<file path="config.mk">
export PLATFORM = sky130hd
export DESIGN_NAME = mutf8_string_decoder
export DESIGN_NICKNAME = d
export VERILOG_FILES = /design/src/rtl/mutf8_pkg.sv /design/src/rtl/mutf8_hdr.sv /design/src/rtl/mutf8_body.sv /design/src/rtl/mutf8_string_decoder.sv
export SDC_FILE = /design/constraint.sdc
export NUM_CORES = 1
export LEC_CHECK = 0
export BUFFER_PORTS_ARGS = -buffer_cell sky130_fd_sc_hd__buf_2
export CAP_MARGIN = 20
export CORE_MARGIN = 4
export CORE_UTILIZATION = 61
export DETAILED_ROUTE_END_ITERATION = 10
export GPL_TIMING_DRIVEN = 0
export PLACE_DENSITY = 0.81
export SLEW_MARGIN = 20
export SYNTH_ARGS = -nofsm -noshare
export SYNTH_HDL_FRONTEND = slang
export SYNTH_SLANG_ARGS = --single-unit
</file>
<file path="constraint.sdc">
create_clock -name clk -period 4.2 [get_ports clk]
set_clock_uncertainty 0.05 [all_clocks]
set_input_delay 0.21 -clock clk [delete_from_list [all_inputs] [get_ports clk]]
set_output_delay 0.21 -clock clk [all_outputs]
set_load 0.01 [all_outputs]
</file>
<file path="src/rtl/mutf8_pkg.sv">
// Shared constants and types for the modified UTF-8 string decoder.
// No dependencies; used by every module under rtl/.
package mutf8_pkg;

  localparam int LENGTH_BITS_DEF = 32;

  // Decoder phases.
  localparam logic [1:0] PH_HEADER = 2'd0;
  localparam logic [1:0] PH_BODY   = 2'd1;
  localparam logic [1:0] PH_DONE   = 2'd2;

  // The length header is at most five bytes long.
  localparam logic [2:0] HDR_LAST_SHIFT = 3'd4;

  // Remaining bytes of a multi-byte sequence.
  localparam logic [1:0] PEND_NONE = 2'd0;
  localparam logic [1:0] PEND_ONE  = 2'd1;
  localparam logic [1:0] PEND_TWO  = 2'd2;

  localparam logic [5:0]  HIGH_SURR_TAG = 6'b110110;
  localparam logic [5:0]  LOW_SURR_TAG  = 6'b110111;
  localparam logic [20:0] SUPP_BASE     = 21'h10000;

  typedef struct packed {
    logic [20:0] code_point;
    logic        last_char;
    logic        empty_string;
    logic        bad_pair;
  } result_t;

  typedef struct packed {
    logic unit_done;  // a UTF-16 unit completed; count goes down by one
    logic emit;       // a result is produced by this byte
  } body_ctl_t;

endpackage

</file>
<file path="src/rtl/mutf8_hdr.sv">
// ULEB128 length header step: folds one byte into the unit count.
// Depends on mutf8_pkg.
module mutf8_hdr #(
  parameter int LENGTH_BITS = mutf8_pkg::LENGTH_BITS_DEF
) (
  input  logic [7:0]             data_byte,
  input  logic [LENGTH_BITS-1:0] count,
  input  logic [2:0]             shift,
  output logic [LENGTH_BITS-1:0] count_nxt,
  output logic [2:0]             shift_nxt,
  output logic                   hdr_done,
  output logic                   hdr_empty
);

  logic [5:0]  sh_amt;
  logic [34:0] field;
  logic        more;

  assign sh_amt    = 6'(shift) * 6'd7;
  assign field     = 35'(data_byte[6:0]) << sh_amt;
  assign count_nxt = count | field[LENGTH_BITS-1:0];
  // The fifth byte ends the header whatever its continuation bit says.
  assign more      = data_byte[7] && (shift < mutf8_pkg::HDR_LAST_SHIFT);
  assign shift_nxt = more ? shift + 3'd1 : shift;
  assign hdr_done  = !more;
  assign hdr_empty = !more && (count_nxt == '0);

endmodule

</file>
<file path="src/rtl/mutf8_body.sv">
// Body step: assembles modified UTF-8 sequences into UTF-16 units and
// joins surrogate pairs into code points. Depends on mutf8_pkg.
module mutf8_body (
  input  logic                  [7:0]  data_byte,
  input  logic                  [1:0]  pending,
  input  logic                  [15:0] accum,
  input  logic                  [9:0]  high_half,
  input  logic                         high_pending,
  input  logic                         last_unit,
  output logic                  [1:0]  pending_nxt,
  output logic                  [15:0] accum_nxt,
  output logic                  [9:0]  high_half_nxt,
  output logic                         high_pending_nxt,
  output mutf8_pkg::body_ctl_t         ctl,
  output mutf8_pkg::result_t           result
);

  logic        have_unit;
  logic [15:0] unit;

  always_comb begin
    pending_nxt = pending;
    accum_nxt   = accum;
    have_unit   = 1'b0;
    unit        = accum | 16'(data_byte[5:0]);
    case (pending)
      mutf8_pkg::PEND_NONE: begin
        if (data_byte != 8'd0 && !data_byte[7]) begin
          have_unit = 1'b1;
          unit      = 16'(data_byte);
        end else if (data_byte[7:5] == 3'b110) begin
          accum_nxt   = {5'd0, data_byte[4:0], 6'd0};
          pending_nxt = mutf8_pkg::PEND_ONE;
        end else begin
          accum_nxt   = {data_byte[3:0], 12'd0};
          pending_nxt = mutf8_pkg::PEND_TWO;
        end
      end
      mutf8_pkg::PEND_TWO: begin
        accum_nxt   = accum | {4'd0, data_byte[5:0], 6'd0};
        pending_nxt = mutf8_pkg::PEND_ONE;
      end
      default: begin
        pending_nxt = mutf8_pkg::PEND_NONE;
        have_unit   = 1'b1;
      end
    endcase
  end

  always_comb begin
    high_half_nxt       = high_half;
    high_pending_nxt    = high_pending;
    ctl.unit_done       = have_unit;
    ctl.emit            = 1'b0;
    result.code_point   = 21'(unit);
    result.last_char    = last_unit;
    result.empty_string = 1'b0;
    result.bad_pair     = 1'b0;
    if (have_unit) begin
      if (high_pending) begin
        high_pending_nxt  = 1'b0;
        ctl.emit          = 1'b1;
        result.code_point = mutf8_pkg::SUPP_BASE + 21'({high_half, unit[9:0]});
        result.bad_pair   = (unit[15:10] != mutf8_pkg::LOW_SURR_TAG);
      end else if (unit[15:10] == mutf8_pkg::HIGH_SURR_TAG) begin
        // A high surrogate that ends the string goes out alone, flagged.
        if (last_unit) begin
          ctl.emit        = 1'b1;
          result.bad_pair = 1'b1;
        end else begin
          high_half_nxt    = unit[9:0];
          high_pending_nxt = 1'b1;
        end
      end else begin
        ctl.emit = 1'b1;
      end
    end
  end

endmodule

</file>
<file path="src/rtl/mutf8_string_decoder.sv">
// Top level of the modified UTF-8 string decoder.
// Depends on mutf8_pkg, mutf8_hdr and mutf8_body.
//
// The decoder takes one byte of a string-data entry per transfer: first the
// ULEB128 count of UTF-16 units, then the modified UTF-8 body. It accepts one
// byte every clock cycle while in_ready is high; each byte updates the decoder
// state in the cycle it is accepted, and any resulting code point appears in
// the result register on the next cycle. in_ready drops only while a result
// waits in that register and out_ready is low. A byte with in_start_string
// high clears the phase, count, shift and pending state before it is used. A
// zero count yields one result with out_empty_string set; bytes after the last
// unit produce nothing until the next start.
module mutf8_string_decoder #(
  parameter int LENGTH_BITS = mutf8_pkg::LENGTH_BITS_DEF
) (
  input  logic        clk,
  input  logic        rst_n,
  input  logic        in_valid,
  output logic        in_ready,
  input  logic [7:0]  in_data_byte,
  input  logic        in_start_string,
  output logic        out_valid,
  input  logic        out_ready,
  output logic [20:0] out_code_point,
  output logic        out_last_char,
  output logic        out_empty_string,
  output logic        out_bad_pair
);

  logic [1:0]             phase_r, phase_nxt, phase_cur;
  logic [LENGTH_BITS-1:0] count_r, count_nxt, count_cur, hdr_count;
  logic [2:0]             shift_r, shift_nxt, shift_cur, hdr_shift;
  logic [1:0]             pending_r, pending_nxt, pending_cur, body_pending;
  logic [15:0]            accum_r, accum_nxt, body_accum;
  logic [9:0]             high_half_r, high_half_nxt, body_high_half;
  logic                   high_pending_r, high_pending_nxt, high_pending_cur;
  logic                   body_high_pending;
  logic                   hdr_done, hdr_empty, accept, emit;
  mutf8_pkg::body_ctl_t   body_ctl;
  mutf8_pkg::result_t     body_result, result, out_r;
  logic                   out_valid_r;

  assign in_ready = !out_valid_r || out_ready;
  assign accept   = in_valid && in_ready;

  // A start byte sees the reset state.
  assign phase_cur        = in_start_string ? mutf8_pkg::PH_HEADER : phase_r;
  assign count_cur        = in_start_string ? '0 : count_r;
  assign shift_cur        = in_start_string ? 3'd0 : shift_r;
  assign pending_cur      = in_start_string ? mutf8_pkg::PEND_NONE : pending_r;
  assign high_pending_cur = in_start_string ? 1'b0 : high_pending_r;

  mutf8_hdr #(
    .LENGTH_BITS (LENGTH_BITS)
  ) u_hdr (
    .data_byte (in_data_byte),
    .count     (count_cur),
    .shift     (shift_cur),
    .count_nxt (hdr_count),
    .shift_nxt (hdr_shift),
    .hdr_done  (hdr_done),
    .hdr_empty (hdr_empty)
  );

  mutf8_body u_body (
    .data_byte        (in_data_byte),
    .pending          (pending_cur),
    .accum            (accum_r),
    .high_half        (high_half_r),
    .high_pending     (high_pending_cur),
    .last_unit        (count_cur == LENGTH_BITS'(1)),
    .pending_nxt      (body_pending),
    .accum_nxt        (body_accum),
    .high_half_nxt    (body_high_half),
    .high_pending_nxt (body_high_pending),
    .ctl              (body_ctl),
    .result           (body_result)
  );

  always_comb begin
    phase_nxt           = phase_cur;
    count_nxt           = count_cur;
    shift_nxt           = shift_cur;
    pending_nxt         = pending_cur;
    accum_nxt           = accum_r;
    high_half_nxt       = high_half_r;
    high_pending_nxt    = high_pending_cur;
    emit                = 1'b0;
    result              = body_result;
    case (phase_cur)
      mutf8_pkg::PH_HEADER: begin
        count_nxt = hdr_count;
        shift_nxt = hdr_shift;
        if (hdr_empty) begin
          phase_nxt           = mutf8_pkg::PH_DONE;
          emit                = 1'b1;
          result.code_point   = 21'd0;
          result.last_char    = 1'b1;
          result.empty_string = 1'b1;
          result.bad_pair     = 1'b0;
        end else if (hdr_done) begin
          phase_nxt = mutf8_pkg::PH_BODY;
        end
      end
      mutf8_pkg::PH_BODY: begin
        pending_nxt      = body_pending;
        accum_nxt        = body_accum;
        high_half_nxt    = body_high_half;
        high_pending_nxt = body_high_pending;
        emit             = body_ctl.emit;
        if (body_ctl.unit_done) begin
          count_nxt = count_cur - LENGTH_BITS'(1);
          if (count_cur == LENGTH_BITS'(1)) begin
            phase_nxt = mutf8_pkg::PH_DONE;
          end
        end
      end
      default: begin
      end
    endcase
  end

  always_ff @(posedge clk) begin
    if (!rst_n) begin
      phase_r        <= mutf8_pkg::PH_HEADER;
      count_r        <= '0;
      shift_r        <= 3'd0;
      pending_r      <= mutf8_pkg::PEND_NONE;
      high_pending_r <= 1'b0;
      out_valid_r    <= 1'b0;
    end else begin
      if (accept) begin
        phase_r        <= phase_nxt;
        count_r        <= count_nxt;
        shift_r        <= shift_nxt;
        pending_r      <= pending_nxt;
        high_pending_r <= high_pending_nxt;
      end
      if (accept && emit) begin
        out_valid_r <= 1'b1;
      end else if (out_ready) begin
        out_valid_r <= 1'b0;
      end
    end
  end

  always_ff @(posedge clk) begin
    if (accept) begin
      accum_r     <= accum_nxt;
      high_half_r <= high_half_nxt;
    end
    if (accept && emit) begin
      out_r <= result;
    end
  end

  assign out_valid        = out_valid_r;
  assign out_code_point   = out_r.code_point;
  assign out_last_char    = out_r.last_char;
  assign out_empty_string = out_r.empty_string;
  assign out_bad_pair     = out_r.bad_pair;

endmodule
</file>
; Yosys cells after proc, flatten, opt, wreduce, memory -nomap -nowiden
; Cells that the tools add are included.
[word_totals]
register_bits = 91
input_bits = 13
output_inout_bits = 26
[classes]
n_addsub = 3
n_mul = 1
order_cmp = 1
n_eq_ne = 7
shifts = 1
n_mux = 45
bitwise = 5
reduce_logical = 17
[ops]
columns = operator, n
row1 = 2-to-1 mux 16 bit, 4
row2 = 2-to-1 mux 32 bit, 2
row3 = one-hot mux 32 bit (2 select lines), 1
row4 = 2-to-1 mux 24 bit, 2
row5 = 2-to-1 mux 21 bit, 2
row6 = "equality test 32 x 1 -> 1 bit, second input constant", 1
row7 = zero test 32 bit, 1
row8 = OR 32 bit, 1
row9 = one-hot mux 16 bit (2 select lines), 1
row10 = << shifter 7 x 6 -> 32 bit, 1
row11 = "subtractor 32 x 1 -> 32 bit, second input constant", 1
row12 = "adder 17 x 20 -> 21 bit, first input constant", 1
row13 = 2-to-1 mux 2 bit, 9
row14 = 2-to-1 mux 1 bit, 17
row15 = OR 16 x 12 -> 16 bit, 1
row16 = OR 16 x 6 -> 16 bit, 1
row17 = 2-to-1 mux 3 bit, 3
row18 = one-hot mux 2 bit (2 select lines), 2
row19 = nonzero test 8 bit, 1
row20 = "equality test 6 bit, second input constant", 1
row21 = "multiplier 3 x 3 -> 6 bit, second input constant", 1
row22 = "inequality test 6 bit, second input constant", 1
row23 = AND reduction 6 bit, 1
row24 = logical AND 1 bit, 5
row25 = other kinds (13), 19

; Longest topological paths before layout
[logic_depth]
word_depth = 11
depth_mapped = 11
mapped_depth_nobuf = 7

; By module
; Synthesis repeated with hierarchy kept, for this count alone.
[unflattened]
cells_unflattened = 676
hier_area_um2 = 5994.5
[modules_own_cells]
columns = module, n_inst, cells_each, area_each_um2, seq_area_each_um2
row1 = mutf8_string_decoder, 1, 486, 4702.0, 2322.2
row2 = mutf8_body, 1, 112, 721.9, 0.0
row3 = mutf8_hdr, 1, 78, 570.5, 0.0

; Least setup slack after synthesis
; OpenSTA, ideal clock, no wires.
[synth_timing]
path_type = register to register
startpoint = register count_r[5]
endpoint = register out_r, in the netlist out_bad_pair (enable)
setup_ps = 413
t_arrival_ps = 2988
t_required_ps = 3737
path_slack_ps = 749
stages_incl_launch_ff = 9
n_path_buf = 2
path_cell_list = dfxtp_1 -> buf_6 -> or4_4 -> buf_6 -> nor4_1 -> a21oi_1 -> o21ai_0 -> nand2_1 -> a21oi_1
[synth_between]
elab_chain_len = 8
word_cells_on_any_way = 12
cone_classes = eq/ne (1) / mux (7) / bitwise (1) / reduce/logical (3)
[synth_rtl]
columns = item, line_no
row1 = start: declaration, mutf8_string_decoder.sv:31  ; logic [LENGTH_BITS-1:0] count_r, count_nxt, count_cur, hdr_count;
row2 = start signal: assignment, mutf8_string_decoder.sv:134  ; count_r <= count_nxt;
row3 = 2-to-1 mux 32 bit (*), mutf8_string_decoder.sv:48  ; assign count_cur = in_start_string ? '0 : count_r;
row4 = equality test 32 x 1 -> 1 bit, mutf8_string_decoder.sv:71  ; .last_unit (count_cur == LENGTH_BITS'(1)),
row5 = 2-to-1 mux 1 bit, mutf8_body.sv:67  ; if (last_unit) begin
row6 = 2-to-1 mux 1 bit, mutf8_body.sv:65  ; end else if (unit[15:10] == mutf8_pkg::HIGH_SURR_TAG) begin
row7 = 2-to-1 mux 1 bit, mutf8_body.sv:60  ; if (high_pending) begin
row8 = 2-to-1 mux 1 bit, mutf8_body.sv:59  ; if (have_unit) begin
row9 = one-hot mux 1 bit (2 select lines) (*), mutf8_string_decoder.sv:90  ; case (phase_cur)
row10 = logical AND 1 bit (*), mutf8_string_decoder.sv:152  ; if (accept && emit) begin
row11 = end signal: assignment, mutf8_string_decoder.sv:153  ; out_r <= result;
row12 = end: declaration, mutf8_string_decoder.sv:40  ; mutf8_pkg::result_t body_result, result, out_r;
; Every way passes the cells marked *; elsewhere a longest branch is shown, timed or not.
; A chain may end at the register's enable or synchronous reset.

; Worst setup path after layout
[layout_timing]
startpoint = input in_start_string
endpoint = register count_r[26]
[layout_between]
elab_chain_len = 5
word_cells_on_any_way = 15
cone_classes = add/sub (1) / mul (1) / eq/ne (2) / shift (1) / mux (7) / bitwise (1) / reduce/logical (2)
[layout_rtl]
columns = item, line_no
row1 = start: declaration, mutf8_string_decoder.sv:21  ; input logic in_start_string,
row2 = 2-to-1 mux 3 bit or 2-to-1 mux 2 bit (tied branches), "mutf8_string_decoder.sv:49, mutf8_string_decoder.sv:50"
row3 = multiplier 3 x 3 -> 6 bit (tied with other cells), mutf8_hdr.sv:19  ; assign sh_amt = 6'(shift) * 6'd7;
row4 = << shifter 7 x 6 -> 32 bit or one-hot mux 1 bit (2 select lines) (tied branches), "mutf8_hdr.sv:20, mutf8_body.sv:26"
row5 = OR 32 bit or 2-to-1 mux 32 bit (tied branches), "mutf8_hdr.sv:21, mutf8_string_decoder.sv:111"
row6 = one-hot mux 32 bit (2 select lines) (*), mutf8_string_decoder.sv:90
; Marked as above.

==> flow_summary.yaml <==
placed_design:
  place_ws_ns: 0.1389
  portBuffers: 36
  gp_congestion: 1.030
  hpwl_mm: 13.60
worst_hold_path:
  hold_path.startpoint: "in_data_byte[3]"
  hold-path-endpoint: "high_half_r[3]"
  hold_path.class: "in -> reg"
  holdPathStages: 1
synthesis:
  yosysMostFrequentCell: "a21oi_1"
  synth_cells: 616
  yosys.area.top_type_share: 0.2537
  yosys-top-cells-count: "a21oi_1 (74), nor2_1 (48), o21ai_0 (48)"
  ys.flop_type: "edfxtp_1"
  netlist-cell-type-count: 71
  yosysTopAreaCell: "edfxtp_1"
  yosysWarningCount: 0
  synth-seq-cells: 85
  yosysSeqAreaShare: 0.4112
  synth_edf_count: 44
  synthesis.nets: 632
  synthArstFlopShare: 0
  syn_avg_cell_area_sq_um: 8.456
  synth_area_leaders: "edfxtp_1 (25%), dfxtp_1 (16%), a21oi_1 (7.1%), o21ai_0 (4.6%), nor2_1 (3.5%)"
  syn-cell-area_sq_um: 5209
route:
  firstDrtPassIters: 7
  drt_iter0_markers: 1049
  wl_met1_mm: 7.017
  wl_met2_mm: 8.047
  postRouteAntennaNets: 0
  met3_length_mm: 3.401
  routed.top_layer: "met4"
  vias: 5802
  drc: 0
  drt-wirelength-per-cell_microns: 25.32
  routed_via_density: 7.496
  wl_mm: 19.60
pwr:
  vdd.ir_drop.worst_mv: 0.2541
  p_leak_nw: 2.010
  p_total_mw: 1.943
  p_per_area_nw_per_um2: 339.1
sta:
  max_slew_margin: 0.2058
  min_period_over_period: 0.9712
  finalMaxSlewViolations: 0
  hold_slack_ns: 0.01017
  finalSetupTns_ns: 0
  setup_viol: 0
  fin_ws_ns: 0.1211
  clock.fmax_mhz: 245.2
  worstMarginPinSlew_ns: 1.181
  fin_crit_ns: 4.079
  finalHoldViolations: 0
  rsz0062_at_grt: "no"
critical_path:
  cp-end-kind: "register"
  regToRegStartpoint: "count_r[2]"
  path_cells: "buf_2 -> buf_2 -> buf_1 -> buf_1 -> nor2b_1 -> inv_1 -> ha_1 -> a21boi_0 -> clkbuf_1 -> o2111ai_1 -> xor2_1 -> o22ai_1"
  cpMaxStageDelayCell: "a21boi_0"
  ff2ff_setup_slack_ns: 0.69
  arrival_ns: 4.27
  cp_data_required_time_ns: 4.39
  critPathLaunchType: "primary input"
  critPathKind: "in -> reg"
  cp_max_fo: 10
  cpPeakStageDelay_ns: 0.95
  r2r-end: "out_code_point[15]"
  path_buf_inv: 6
  crit_family: "buffers and inverters"
  reg2reg_depth: 7
cells_and_area:
  areaGrowthSynthToFinish_pct: 10.04
  nets: 680
  ff_latch_area_sq_um: 2142
  fill_cells: 704
  drive_gt1_frac: 0.1151
  n_antenna_cell: 0
  multi_input_area_sq_um: 2845
floorplan:
  die_y_microns: 100.4
  row_count: 33
  core-area_sq_um: 8258
  ioPinCount: 39
  chipWidth_microns: 100.4
  initial_core_util: 0.6308
  die_area_sq_um: 10080
global_route:
  grt_pass1_vias: 5344
  grt_start_max_net_pins: 25
  grt_overflow: 0
  grt_usage: 0.3887
  antenna_found_initial: 0
  grt_pass1_wl_mm: 29.70
clock_tree:
  clock_latency_ns: 0.38
  root_buffer: "clkbuf_8"
  numCtsBuffers: 9
  clockBufferDepth: 2
  path_clk_slew_ns: 0.10
  ctsResizeCount: 0
  cts_tree: "yes"
  cts_sinks: 85
  cts.htree.levels: 3
status:
  status: "completed"
job:
  maxCapViolCount: 0
==> worst max path at each step <==
| stage | slack (ns) | depth (start not counted) | from | endpoint |
|---|---|---|---|---|
| floorplan | 0.75 | 8 | count_r[5] | out_bad_pair |
| global placement | -0.29 | 10 | in_start_string | out_code_point[7] |
| detailed placement | 0.14 | 12 | in_start_string | count_r[26] |
| CTS | 0.52 | 12 | in_start_string | count_r[26] |
| global route | 0.13 | 12 | in_start_string | count_r[26] |
| finish | 0.12 | 12 | in_start_string | count_r[26] |
==> state kept, by name (all words and copies together) (netlist names) <==
name,count
out_bad_pair,1
phase_r,2
count_r,32
shift_r,3
out_valid,1
out_code_point,21
pending_r,2
out_last_char,1
high_half_r,10
high_pending_r,1
out_empty_string,1
accum_r,10
==> cell families (layout without fill, tap and decap cells) <==
logic type | count (synthesis) | count (layout) | synth area share
muxes | 3 | 3 | 0.006005
AOI/OAI and AO/OA | 223 | 223 | 0.2698
xor gates and xnor gates | 5 | 5 | 0.008409
adders and majority gates | 3 | 3 | 0.007207
DFF | 85 | 85 | 0.4112
and+or+nand+nor | 240 | 240 | 0.2508
buffers and inverters | 57 | 110 | 0.04660
==> cell type report <==
type | instances | share of cell area
multi-input cells | 474 | 0.4964
flip-flops and latches | 85 | 0.3737
plain buffers | 47 | 0.03580
repair buffers | 37 | 0.03318
well taps | 105 | 0.02292
clock buffers | 10 | 0.02227
clock inverters | 6 | 0.009168
inverters | 10 | 0.006549
==> report_power, final <==
part           switching [mW]  total, mW  internal (mW)
clock                   0.345      0.571          0.226
combinational           0.310      0.451          0.141
sequential             0.0264      0.921          0.895
==> repair_timing <==
action / 4_1_cts / 5_1_grt
endpoints found under the hold margin: 1 / 0
setup buffers: 0 / 0
hold buffers: 1 / 0
==> placed cells by master, fill, tap and decap left out, drive strengths merged, types with 4 or more instances in the layout <==
cell type  instances
nor4              11
nor3b              5
o21a               4
or3               10
buf               47
or4                9
o31a               4
o22ai             10
nand2b             6
a31oi             13
nand2             44
a21oi             74
a21o               5
nor3              23
a41oi              4
a2111oi            4
nand4              5
o221ai             4
nor2              48
nor2b             13
dfxtp             41
and2              22
a22oi              4
inv               14
a211oi             5
o211ai            11
clkbuf            46
and3               5
o311ai             4
nand3             25
edfxtp            44
a21boi             4
o21ai             50
==> per-stage QoR <==
stage                     instance area (sq um)  utilization  instances
after global placement                     5520       0.6685        757
after global routing                       5732       0.6941        774
after floorplan                            5209            -        616
final                                      5732       0.6941        774
after detailed placement                   5537       0.6705        757
after CTS                                  5727       0.6935        774
==> metal layers <==
layer / up-vias / GRT usage
li1: 2439 / -
met3: 124 / 0.1161
met5: - / 0
met1: 2662 / 0.5362
met2: 577 / 0.5464
met4: 0 / 0.2093
Note: power is estimated with default switching activity, not from simulation.
